==> config.mk <==
export PLATFORM = sky130hd
export DESIGN_NAME = compass_heading_degrees_flat
export DESIGN_NICKNAME = d
export VERILOG_FILES = /design/src/design/cmpshd_pkg.sv /design/src/design/cmpshd_if.sv /design/src/design/cmpshd_decl.sv /design/src/design/cmpshd_front.sv /design/src/design/cmpshd_cordic_stage.sv /design/src/design/cmpshd_back.sv /design/src/design/compass_heading_degrees.sv /design/src/flat_wrapper.sv
export SDC_FILE = /design/constraint.sdc
export NUM_CORES = 2
export LEC_CHECK = 0
export ABC_AREA = 1
export BUFFER_PORTS_ARGS = -buffer_cell sky130_fd_sc_hd__buf_2
export CAP_MARGIN = 40
export CORE_MARGIN = 3
export CORE_UTILIZATION = 60
export DETAILED_ROUTE_END_ITERATION = 12
export HOLD_SLACK_MARGIN = 0.08
export PLACE_DENSITY = 0.87
export SLEW_MARGIN = 20
export SYNTH_ARGS = -nofsm -noshare
export SYNTH_HDL_FRONTEND = slang
export SYNTH_SLANG_ARGS = --single-unit
==> constraint.sdc <==
create_clock -name clk -period 14.3 [get_ports clk]
set_clock_uncertainty 0.2 [all_clocks]
set_input_delay 2.86 -clock clk [delete_from_list [all_inputs] [get_ports clk]]
set_output_delay 2.86 -clock clk [all_outputs]
set_load 0.03 [all_outputs]
==> src/design/cmpshd_pkg.sv <==
// Shared constants, types and the arctangent table of the compass heading block.
`timescale 1ns / 1ps

package cmpshd_pkg;

    localparam int GUARD_SHIFT = 16;
    localparam int Z_BITS      = 16;
    localparam int DECL_BITS   = 13;
    localparam int DQ_BITS     = 17;
    localparam int SUM_BITS    = 18;
    localparam int H_BITS      = 16;
    localparam int DEG_BITS    = 9;

    localparam int Q_PI      = 25736;
    localparam int Q_HALF_PI = 12868;
    localparam int Q_TURN    = 51472;

    localparam int DECL_RESET   = 67;
    localparam int DECL_Q_RESET = 549;

    // Declination to Q3.13 is round(m * 8192 / 1000) = floor((1024 * m + 62) / 125).
    localparam int DECL_NUM_BITS   = 23;
    localparam int DECL_SHIFT      = 30;
    localparam int DECL_RECIP_BITS = 24;
    localparam int DECL_PROD_BITS  = DECL_NUM_BITS + DECL_RECIP_BITS;
    localparam longint unsigned DECL_RECIP = ((64'd1 << DECL_SHIFT) + 64'd124) / 64'd125;

    // Degrees are floor(h * 45 / 6434), exact for h up to one turn with this reciprocal.
    localparam int DEG_SHIFT      = 29;
    localparam int DEG_RECIP_BITS = 22;
    localparam int DEG_PROD_BITS  = H_BITS + DEG_RECIP_BITS;
    localparam longint unsigned DEG_RECIP = ((64'd45 << DEG_SHIFT) + 64'd6433) / 64'd6434;

    typedef struct packed {
        logic zero;
        logic x_neg;
        logic y_neg;
    } quad_t;

    function automatic logic signed [Z_BITS-1:0] atan_q13(input int idx);
        logic signed [Z_BITS-1:0] val;
        case (idx)
            0:       val = Z_BITS'(6434);
            1:       val = Z_BITS'(3798);
            2:       val = Z_BITS'(2007);
            3:       val = Z_BITS'(1019);
            4:       val = Z_BITS'(511);
            5:       val = Z_BITS'(256);
            6:       val = Z_BITS'(128);
            7:       val = Z_BITS'(64);
            8:       val = Z_BITS'(32);
            9:       val = Z_BITS'(16);
            10:      val = Z_BITS'(8);
            11:      val = Z_BITS'(4);
            12:      val = Z_BITS'(2);
            13:      val = Z_BITS'(1);
            default: val = '0;
        endcase
        return val;
    endfunction

endpackage

==> src/design/cmpshd_if.sv <==
// Channel interfaces for samples, headings and the declination register write.
`timescale 1ns / 1ps

interface cmpshd_sample_if #(
    parameter int AXIS_BITS = 13
);
    logic                        valid;
    logic                        ready;
    logic signed [AXIS_BITS-1:0] field_x;
    logic signed [AXIS_BITS-1:0] field_y;

    modport source (output valid, output field_x, output field_y, input ready);
    modport sink (input valid, input field_x, input field_y, output ready);
endinterface

interface cmpshd_heading_if;
    logic                              valid;
    logic                              ready;
    logic [cmpshd_pkg::DEG_BITS-1:0]   heading_deg;

    modport source (output valid, output heading_deg, input ready);
    modport sink (input valid, input heading_deg, output ready);
endinterface

interface cmpshd_cfg_if;
    logic                                   valid;
    logic                                   ready;
    logic signed [cmpshd_pkg::DECL_BITS-1:0] declination_mrad;

    modport source (output valid, output declination_mrad, input ready);
    modport sink (input valid, input declination_mrad, output ready);
endinterface

==> src/design/cmpshd_decl.sv <==
// Declination register and its conversion from milliradians to Q3.13 radians.
`timescale 1ns / 1ps

module cmpshd_decl (
    input  logic                                    clk,
    input  logic                                    rst_n,
    cmpshd_cfg_if.sink                              cfg,
    output logic signed [cmpshd_pkg::DQ_BITS-1:0]   decl_q
);

    logic signed [cmpshd_pkg::DECL_BITS-1:0]     decl_reg;
    logic signed [cmpshd_pkg::DQ_BITS-1:0]       decl_q_reg;
    logic signed [cmpshd_pkg::DQ_BITS-1:0]       decl_q_next;
    logic                                        neg;
    logic [cmpshd_pkg::DECL_BITS-1:0]            mag;
    logic [cmpshd_pkg::DECL_NUM_BITS-1:0]        num;
    logic [cmpshd_pkg::DECL_PROD_BITS-1:0]       prod;
    logic [cmpshd_pkg::H_BITS-1:0]               q;

    assign cfg.ready = 1'b1;

    always_comb
    begin
        neg  = decl_reg[cmpshd_pkg::DECL_BITS-1];
        mag  = neg ? cmpshd_pkg::DECL_BITS'(-decl_reg) : cmpshd_pkg::DECL_BITS'(decl_reg);
        num  = {mag, 10'b0} + cmpshd_pkg::DECL_NUM_BITS'(62);
        prod = cmpshd_pkg::DECL_PROD_BITS'(num)
             * cmpshd_pkg::DECL_PROD_BITS'(cmpshd_pkg::DECL_RECIP);
        q    = prod[cmpshd_pkg::DECL_SHIFT +: cmpshd_pkg::H_BITS];
        decl_q_next = neg ? -cmpshd_pkg::DQ_BITS'(q) : cmpshd_pkg::DQ_BITS'(q);
    end

    always_ff @(posedge clk or negedge rst_n)
    begin
        if (!rst_n)
        begin
            decl_reg   <= cmpshd_pkg::DECL_BITS'(cmpshd_pkg::DECL_RESET);
            decl_q_reg <= cmpshd_pkg::DQ_BITS'(cmpshd_pkg::DECL_Q_RESET);
        end
        else
        begin
            if (cfg.valid)
            begin
                decl_reg <= cfg.declination_mrad;
            end
            decl_q_reg <= decl_q_next;
        end
    end

    assign decl_q = decl_q_reg;

endmodule

==> src/design/cmpshd_front.sv <==
// Input stage: takes magnitudes and signs of the field sample and scales them up.
`timescale 1ns / 1ps

module cmpshd_front #(
    parameter int AXIS_BITS = 13,
    parameter int W         = 31
) (
    input  logic                          clk,
    input  logic                          rst_n,
    input  logic                          adv,
    input  logic                          in_valid,
    input  logic signed [AXIS_BITS-1:0]   field_x,
    input  logic signed [AXIS_BITS-1:0]   field_y,
    output logic                          out_valid,
    output logic signed [W-1:0]           x_out,
    output logic signed [W-1:0]           y_out,
    output cmpshd_pkg::quad_t             quad_out
);

    logic                     valid_reg;
    logic signed [W-1:0]      x_reg;
    logic signed [W-1:0]      y_reg;
    cmpshd_pkg::quad_t        quad_reg;
    logic [AXIS_BITS-1:0]     mag_x;
    logic [AXIS_BITS-1:0]     mag_y;
    logic signed [W-1:0]      x_next;
    logic signed [W-1:0]      y_next;
    cmpshd_pkg::quad_t        quad_next;

    always_comb
    begin
        mag_x = field_x[AXIS_BITS-1] ? AXIS_BITS'(-field_x) : AXIS_BITS'(field_x);
        mag_y = field_y[AXIS_BITS-1] ? AXIS_BITS'(-field_y) : AXIS_BITS'(field_y);
        x_next = W'(mag_x) << cmpshd_pkg::GUARD_SHIFT;
        y_next = W'(mag_y) << cmpshd_pkg::GUARD_SHIFT;
        quad_next.zero  = (field_x == '0) && (field_y == '0);
        quad_next.x_neg = field_x[AXIS_BITS-1];
        quad_next.y_neg = field_y[AXIS_BITS-1];
    end

    always_ff @(posedge clk or negedge rst_n)
    begin
        if (!rst_n)
        begin
            valid_reg <= 1'b0;
        end
        else if (adv)
        begin
            valid_reg <= in_valid;
        end
    end

    always_ff @(posedge clk)
    begin
        if (adv)
        begin
            x_reg    <= x_next;
            y_reg    <= y_next;
            quad_reg <= quad_next;
        end
    end

    assign out_valid = valid_reg;
    assign x_out     = x_reg;
    assign y_out     = y_reg;
    assign quad_out  = quad_reg;

endmodule

==> src/design/cmpshd_cordic_stage.sv <==
// One registered CORDIC vectoring iteration with its fixed shift and angle.
`timescale 1ns / 1ps

module cmpshd_cordic_stage #(
    parameter int W     = 31,
    parameter int STAGE = 0
) (
    input  logic                                  clk,
    input  logic                                  rst_n,
    input  logic                                  adv,
    input  logic                                  in_valid,
    input  logic signed [W-1:0]                   x_in,
    input  logic signed [W-1:0]                   y_in,
    input  logic signed [cmpshd_pkg::Z_BITS-1:0]  z_in,
    input  cmpshd_pkg::quad_t                     quad_in,
    output logic                                  out_valid,
    output logic signed [W-1:0]                   x_out,
    output logic signed [W-1:0]                   y_out,
    output logic signed [cmpshd_pkg::Z_BITS-1:0]  z_out,
    output cmpshd_pkg::quad_t                     quad_out
);

    localparam logic signed [cmpshd_pkg::Z_BITS-1:0] ANGLE = cmpshd_pkg::atan_q13(STAGE);

    logic                                  valid_reg;
    logic signed [W-1:0]                   x_reg;
    logic signed [W-1:0]                   y_reg;
    logic signed [cmpshd_pkg::Z_BITS-1:0]  z_reg;
    cmpshd_pkg::quad_t                     quad_reg;
    logic signed [W-1:0]                   dx;
    logic signed [W-1:0]                   dy;
    logic signed [W-1:0]                   x_next;
    logic signed [W-1:0]                   y_next;
    logic signed [cmpshd_pkg::Z_BITS-1:0]  z_next;

    always_comb
    begin
        dx = y_in >>> STAGE;
        dy = x_in >>> STAGE;
        if (!y_in[W-1])
        begin
            x_next = x_in + dx;
            y_next = y_in - dy;
            z_next = z_in + ANGLE;
        end
        else
        begin
            x_next = x_in - dx;
            y_next = y_in + dy;
            z_next = z_in - ANGLE;
        end
    end

    always_ff @(posedge clk or negedge rst_n)
    begin
        if (!rst_n)
        begin
            valid_reg <= 1'b0;
        end
        else if (adv)
        begin
            valid_reg <= in_valid;
        end
    end

    always_ff @(posedge clk)
    begin
        if (adv)
        begin
            x_reg    <= x_next;
            y_reg    <= y_next;
            z_reg    <= z_next;
            quad_reg <= quad_in;
        end
    end

    assign out_valid = valid_reg;
    assign x_out     = x_reg;
    assign y_out     = y_reg;
    assign z_out     = z_reg;
    assign quad_out  = quad_reg;

endmodule

==> src/design/cmpshd_back.sv <==
// Back end: quadrant fix, declination add, wrap into one turn and conversion to degrees.
`timescale 1ns / 1ps

module cmpshd_back (
    input  logic                                   clk,
    input  logic                                   rst_n,
    input  logic [3:0]                             adv,
    input  logic                                   in_valid,
    input  logic signed [cmpshd_pkg::Z_BITS-1:0]   z_in,
    input  cmpshd_pkg::quad_t                      quad_in,
    input  logic signed [cmpshd_pkg::DQ_BITS-1:0]  decl_q,
    output logic [3:0]                             valid,
    output logic [cmpshd_pkg::DEG_BITS-1:0]        heading_deg
);

    localparam int SB = cmpshd_pkg::SUM_BITS;
    localparam int DB = cmpshd_pkg::DQ_BITS;

    logic [3:0]                                  valid_reg;
    logic signed [DB-1:0]                        ang_reg;
    logic signed [DB-1:0]                        ang_next;
    logic [cmpshd_pkg::H_BITS-1:0]               h_reg;
    logic [cmpshd_pkg::H_BITS-1:0]               h_next;
    logic [cmpshd_pkg::DEG_PROD_BITS-1:0]        prod_reg;
    logic [cmpshd_pkg::DEG_PROD_BITS-1:0]        prod_next;
    logic [cmpshd_pkg::DEG_BITS-1:0]             deg_reg;
    logic signed [DB-1:0]                        zc;
    logic signed [DB-1:0]                        quad_ang;
    logic signed [SB-1:0]                        sum;
    logic signed [SB-1:0]                        sum_up;
    logic signed [SB-1:0]                        sum_down;
    logic signed [SB-1:0]                        turn;

    always_comb
    begin
        if (z_in < 0)
        begin
            zc = '0;
        end
        else if (DB'(z_in) > DB'(cmpshd_pkg::Q_HALF_PI))
        begin
            zc = DB'(cmpshd_pkg::Q_HALF_PI);
        end
        else
        begin
            zc = DB'(z_in);
        end
        quad_ang = quad_in.x_neg ? DB'(cmpshd_pkg::Q_PI) - zc : zc;
        if (quad_in.zero)
        begin
            ang_next = '0;
        end
        else if (quad_in.y_neg)
        begin
            ang_next = -quad_ang;
        end
        else
        begin
            ang_next = quad_ang;
        end
    end

    always_comb
    begin
        turn     = SB'(cmpshd_pkg::Q_TURN);
        sum      = SB'(ang_reg) + SB'(decl_q);
        sum_up   = sum + turn;
        sum_down = sum - turn;
        if (sum < 0)
        begin
            h_next = (sum_up < 0) ? '0 : cmpshd_pkg::H_BITS'(sum_up);
        end
        else if (sum > turn)
        begin
            h_next = cmpshd_pkg::H_BITS'(sum_down);
        end
        else
        begin
            h_next = cmpshd_pkg::H_BITS'(sum);
        end
    end

    assign prod_next = cmpshd_pkg::DEG_PROD_BITS'(h_reg)
                     * cmpshd_pkg::DEG_PROD_BITS'(cmpshd_pkg::DEG_RECIP);

    always_ff @(posedge clk or negedge rst_n)
    begin
        if (!rst_n)
        begin
            valid_reg <= '0;
        end
        else
        begin
            if (adv[0])
            begin
                valid_reg[0] <= in_valid;
            end
            if (adv[1])
            begin
                valid_reg[1] <= valid_reg[0];
            end
            if (adv[2])
            begin
                valid_reg[2] <= valid_reg[1];
            end
            if (adv[3])
            begin
                valid_reg[3] <= valid_reg[2];
            end
        end
    end

    always_ff @(posedge clk)
    begin
        if (adv[0])
        begin
            ang_reg <= ang_next;
        end
        if (adv[1])
        begin
            h_reg <= h_next;
        end
        if (adv[2])
        begin
            prod_reg <= prod_next;
        end
        if (adv[3])
        begin
            deg_reg <= prod_reg[cmpshd_pkg::DEG_SHIFT +: cmpshd_pkg::DEG_BITS];
        end
    end

    assign valid       = valid_reg;
    assign heading_deg = deg_reg;

endmodule

==> src/design/compass_heading_degrees.sv <==
// Compass heading: the top level tying the input stage, CORDIC pipeline and back end together.
// Usage: each word on the sample channel carries one signed X/Y field pair, and the block
// returns one word on the heading channel holding the heading in whole degrees, 0 to 360.
// The heading is atan2(field_y, field_x) plus the magnetic declination, wrapped into one turn.
// The cfg channel writes the declination in signed milliradians and is always ready; it is
// meant to be written while no sample is in flight, and it takes effect once the declination
// register and then its Q3.13 conversion register have loaded. From the edge that accepts a
// sample, the input stage, one register per CORDIC iteration and four back-end stages lie
// between it and its heading being valid. Throughput is one word per cycle while heading.ready
// is high, since every CORDIC iteration has its own adder stage.
// Every stage has its own valid bit and advances when it is empty or the next one advances,
// so bubbles close up and a sample is still accepted while a finished heading waits.
// When the receiver stalls, words hold in place and none is lost or repeated; sample.ready
// falls only once every stage is full.
// Reset clears all valid bits and loads a declination of 67 milliradians.
`timescale 1ns / 1ps

module compass_heading_degrees #(
    parameter int CORDIC_STAGES = 16,
    parameter int AXIS_BITS     = 13
) (
    input  logic              clk,
    input  logic              rst_n,
    cmpshd_sample_if.sink     sample,
    cmpshd_heading_if.source  heading,
    cmpshd_cfg_if.sink        cfg
);

    localparam int W    = AXIS_BITS + cmpshd_pkg::GUARD_SHIFT + 2;
    localparam int LAST = CORDIC_STAGES + 4;

    logic [LAST:0]                          stage_valid;
    logic [LAST+1:0]                        adv;
    logic signed [W-1:0]                    cx [0:CORDIC_STAGES];
    logic signed [W-1:0]                    cy [0:CORDIC_STAGES];
    logic signed [cmpshd_pkg::Z_BITS-1:0]   cz [0:CORDIC_STAGES];
    cmpshd_pkg::quad_t                      cq [0:CORDIC_STAGES];
    logic signed [cmpshd_pkg::DQ_BITS-1:0]  decl_q;

    assign adv[LAST+1] = heading.ready;

    genvar k;
    generate
        for (k = 0; k <= LAST; k++)
        begin : g_adv
            assign adv[k] = !stage_valid[k] || adv[k+1];
        end
    endgenerate

    assign sample.ready = adv[0];
    assign cz[0]        = '0;

    cmpshd_decl u_decl (
        .clk    (clk),
        .rst_n  (rst_n),
        .cfg    (cfg),
        .decl_q (decl_q)
    );

    cmpshd_front #(
        .AXIS_BITS (AXIS_BITS),
        .W         (W)
    ) u_front (
        .clk       (clk),
        .rst_n     (rst_n),
        .adv       (adv[0]),
        .in_valid  (sample.valid),
        .field_x   (sample.field_x),
        .field_y   (sample.field_y),
        .out_valid (stage_valid[0]),
        .x_out     (cx[0]),
        .y_out     (cy[0]),
        .quad_out  (cq[0])
    );

    generate
        for (k = 0; k < CORDIC_STAGES; k++)
        begin : g_cordic
            cmpshd_cordic_stage #(
                .W     (W),
                .STAGE (k)
            ) u_stage (
                .clk       (clk),
                .rst_n     (rst_n),
                .adv       (adv[k+1]),
                .in_valid  (stage_valid[k]),
                .x_in      (cx[k]),
                .y_in      (cy[k]),
                .z_in      (cz[k]),
                .quad_in   (cq[k]),
                .out_valid (stage_valid[k+1]),
                .x_out     (cx[k+1]),
                .y_out     (cy[k+1]),
                .z_out     (cz[k+1]),
                .quad_out  (cq[k+1])
            );
        end
    endgenerate

    cmpshd_back u_back (
        .clk         (clk),
        .rst_n       (rst_n),
        .adv         (adv[LAST:LAST-3]),
        .in_valid    (stage_valid[CORDIC_STAGES]),
        .z_in        (cz[CORDIC_STAGES]),
        .quad_in     (cq[CORDIC_STAGES]),
        .decl_q      (decl_q),
        .valid       (stage_valid[LAST:LAST-3]),
        .heading_deg (heading.heading_deg)
    );

    assign heading.valid = stage_valid[LAST];

endmodule
==> src/flat_wrapper.sv <==
// flat-port wrapper written by rule: the top's interface ports become plain ports
module compass_heading_degrees_flat 
#(
    parameter int CORDIC_STAGES = 16,
    parameter int AXIS_BITS     = 13
)
  (clk, rst_n, sample_valid, sample_field_x, sample_field_y, sample_ready, heading_valid, heading_heading_deg, heading_ready, cfg_valid, cfg_declination_mrad, cfg_ready);
  cmpshd_sample_if #(.AXIS_BITS(AXIS_BITS)) sample_i ();
  cmpshd_heading_if heading_i ();
  cmpshd_cfg_if cfg_i ();
  input  logic clk;
  input  logic rst_n;
  input wire logic [$bits(sample_i.valid)-1:0] sample_valid;
  input wire logic [$bits(sample_i.field_x)-1:0] sample_field_x;
  input wire logic [$bits(sample_i.field_y)-1:0] sample_field_y;
  output wire logic [$bits(sample_i.ready)-1:0] sample_ready;
  output wire logic [$bits(heading_i.valid)-1:0] heading_valid;
  output wire logic [$bits(heading_i.heading_deg)-1:0] heading_heading_deg;
  input wire logic [$bits(heading_i.ready)-1:0] heading_ready;
  input wire logic [$bits(cfg_i.valid)-1:0] cfg_valid;
  input wire logic [$bits(cfg_i.declination_mrad)-1:0] cfg_declination_mrad;
  output wire logic [$bits(cfg_i.ready)-1:0] cfg_ready;
  assign sample_i.valid = sample_valid;
  assign sample_i.field_x = sample_field_x;
  assign sample_i.field_y = sample_field_y;
  assign sample_ready = sample_i.ready;
  assign heading_valid = heading_i.valid;
  assign heading_heading_deg = heading_i.heading_deg;
  assign heading_i.ready = heading_ready;
  assign cfg_i.valid = cfg_valid;
  assign cfg_i.declination_mrad = cfg_declination_mrad;
  assign cfg_ready = cfg_i.ready;
  compass_heading_degrees #(.CORDIC_STAGES(CORDIC_STAGES), .AXIS_BITS(AXIS_BITS)) u_core (.clk(clk), .rst_n(rst_n), .sample(sample_i), .heading(heading_i), .cfg(cfg_i));
endmodule
==> results.py <==
metrics = {
    "yosys": {
        "synth_xor_area_frac": 0.116,
        "netlist_top_cells_count": "nand2_1 (1619), inv_1 (1429), ha_1 (1089)",
        "synth_area_leaders": "edfxtp_1 (32%), ha_1 (15%), xor2_1 (7.8%)",
        "synth_top_family_by_area": "adder cells",
        "yosys.area_share.simple": 0.161,
        "synth_area_sq_mm": 0.0882,
        "synth_compound_area_frac": 0.116,
        "yosysMostFrequentCell": "nand2_1",
        "ys_types": 75,
        "yosysSeqAreaShare": 0.334,
        "avgSynthCellArea_sq_um": 8.67,
        "async_flop_share": 0.0515,
        "synth_fa_ha_area_frac": 0.208,
        "ys.warnings.count": 0,
        "synth_seq_cells": 990,
        "synth_ff_type": "edfxtp_1",
        "synthMuxAreaShare": 0.000128,
        "yosysTopAreaCellShare": 0.320,
        "syn_inst": 10200,
        "synth_edf_count": 939,
        "yosysTopAreaCell": "edfxtp_1",
        "synthesis.nets": 11500,
    },
    "placed_design": {
        "place.gp.congestion": 0.998,
        "port-buffer-count": 54,
        "placed_cell_area_sq_mm": 0.0909,
        "hpwl_mm": 186,
    },
    "critical_path": {
        "crit_chain": "buf_2, inv_2, nand2_2, nor2_4, nand2_2, nor2_4, nand2_4, nor2_4, nand2_4, nor2_4, nand2_4, nor2_4, nand2_4, nor2_8, nand4_4, nor2_4, nand3_4, buf_16, nor2_8, nand3_4, buf_2",
        "slowest_stage": "nand4_4",
        "worst-setup-path-type": "in2out",
        "worstPathRequired_ps": 11240,
        "cp-end-kind": "primary output",
        "r2r_cells": 33,
        "slowest_delay_ps": 590,
        "critPathMaxFanout": 51,
        "r2r-end": "u_core.u_decl.decl_q[8]$_DFF_PN0_",
        "arrival_ps": 7610,
        "crit_path_frequent_cell": "nor2_4",
        "path_buf_inv": 4,
        "cp_top_family": "simple AND/OR/NAND/NOR gates",
        "startpoint_type": "primary input",
        "r2r_start": "u_core.u_decl.decl_reg[3]$_DFFE_PN0P_",
        "r2r_setup_slack_ps": 5340,
    },
    "global_routing": {
        "antenna_found_initial": 10,
        "grt.overflow.total": 0,
        "grt_max_degree": 74,
        "grt.total_usage": 0.298,
        "grt_pass1_wl_mm": 364,
        "grt_pass1_vias": 69900,
    },
    "drt": {
        "drc": 0,
        "wl_mm": 230,
        "ant_nets": 0,
        "drt_iter0_markers": 6357,
        "wire_per_inst_um": 18.7,
        "first_pass_iters": 6,
        "vias": 71900,
        "vias_per_cell": 5.84,
    },
    "sta": {
        "final_max_slew_viol_count": 0,
        "timing.final.crit_period_ps": 10670,
        "period_share": 0.746,
        "rsz0062_at_grt": "no",
        "tightest_slew_ps": 955,
        "final_hold_viol_count": 0,
        "setup_tns_ps": 0,
        "max_freq_ghz": 0.0938,
        "hold_slack_ps": 209,
        "relSlewSlack": 0.356,
        "finalSetupViolCount": 0,
    },
    "floorplan": {
        "initial_core_util": 0.605,
        "die_w_um": 389,
        "die_area_sq_mm": 0.152,
        "fp.coreArea_sq_mm": 0.146,
        "rows": 140,
        "die-height_um": 389,
        "io_pins": 56,
    },
    "final_layout": {
        "drive_gt1_frac": 0.0376,
        "layout.nets": 11700,
        "final_util": 0.651,
        "stdcell_area_sq_mm": 0.0948,
        "largest_reg_flops": 306,
        "area_growth_syn_to_layout_pct": 7.54,
    },
    "worst_hold_path": {
        "hold_path_class": "reg2reg",
        "whs_path_depth": 0,
        "hp-start": "u_core.g_cordic[13].u_stage.z_out[10]$_DFFE_PP_",
        "hold_path_end": "u_core.g_cordic[14].u_stage.z_out[10]$_DFFE_PP_",
    },
    "clock_network": {
        "clkTransAtPathRegs_ps": 60,
        "htree_levels": 3,
        "post_cts.repair.setup_buffers": 0,
        "clk_latency_ps": 730,
        "numCtsBuffers": 105,
        "clock-sinks": 990,
        "ctsLongestPathBuffers": 3,
        "cts_resized": 0,
        "cts_tree": "done",
        "cts-root-buf": "clkbuf_16",
        "cts_hold_buf": 0,
    },
    "run": {
        "cap_violations": 0,
    },
    "run_status": {
        "status": "completed",
    },
}
cells by family (layout without fill, tap and decap cells):
group | Yosys count | after routing
other cells | 1 | 3
flops | 990 | 990
fa+ha+maj | 1325 | 1325
compound gates | 1821 | 1821
mux | 1 | 1
simple gates | 3362 | 3362
buf+inv | 1519 | 1738
xor+xnor | 1157 | 1157
worst reg2reg max path: cells and delay by family (launching register included):
family                     cells  cell delay, ps
DFF                            1             410
and+or+nand+nor               11            1490
xor gates and xnor gates       3            1130
buffers and inverters          6             500
AOI/OAI and AO/OA              4             700
adders and majority gates      9            4460
metal layers:
metal | GRT usage | vias up | part of all wire
met5 | 0 | - | 0
met4 | 0.104 | 0 | 0.038
met3 | 0.0487 | 533 | 0.072
met2 | 0.502 | 2692 | 0.47
met1 | 0.389 | 34000 | 0.42
li1 | - | 34700 | -
cell usage in the layout, fill, tap and decap left out, types with 37 or more instances in the layout:
cell	n
nand2_1	1617
inv_1	1425
ha_1	1089
edfxtp_1	939
nor2_1	918
a21oi_1	862
xor2_1	784
o21ai_0	498
xnor2_1	367
nand3_1	314
fa_1	236
nor3_1	228
clkbuf_16	109
nand4_1	96
a21o_1	71
a31oi_1	68
nor4_1	53
buf_2	53
a21boi_0	47
dfrtp_1	44
o21bai_1	43
o21ai_1	42
or2_2	41
buf_4	38
o31ai_1	37
area by class of cell:
class | count | area, sq um
fill | 11600 | 50900
multi-input combinational | 7667 | 53000
antenna | 2 | 5.00
timing repair buffer | 105 | 868
clock inverter | 64 | 845
clock buffer | 130 | 2850
sequential | 990 | 29500
tap | 1917 | 2400
inverter | 1439 | 5400
worst max path at each step:
stage | start | endpoint | cells past startpoint
CTS | heading_ready | sample_ready | 20
finish | heading_ready | sample_ready | 21
floorplan | heading_ready | sample_ready | 18
global route | heading_ready | sample_ready | 21
global placement | heading_ready | sample_ready | 20
detailed placement | heading_ready | sample_ready | 20
per-stage QoR:
| stage | std cells | setup slack (ps) |
|---|---|---|
| finish | 12300 | 3630 |
| global route | 12300 | 3190 |
| CTS | 12300 | 3110 |
| detailed placement | 12100 | 3160 |
| global placement | 12100 | 2900 |
| floorplan | 10200 | 3320 |
Power is not shown: default switching activity piles up to over one toggle a cycle in this logic, so the estimate is an artifact.
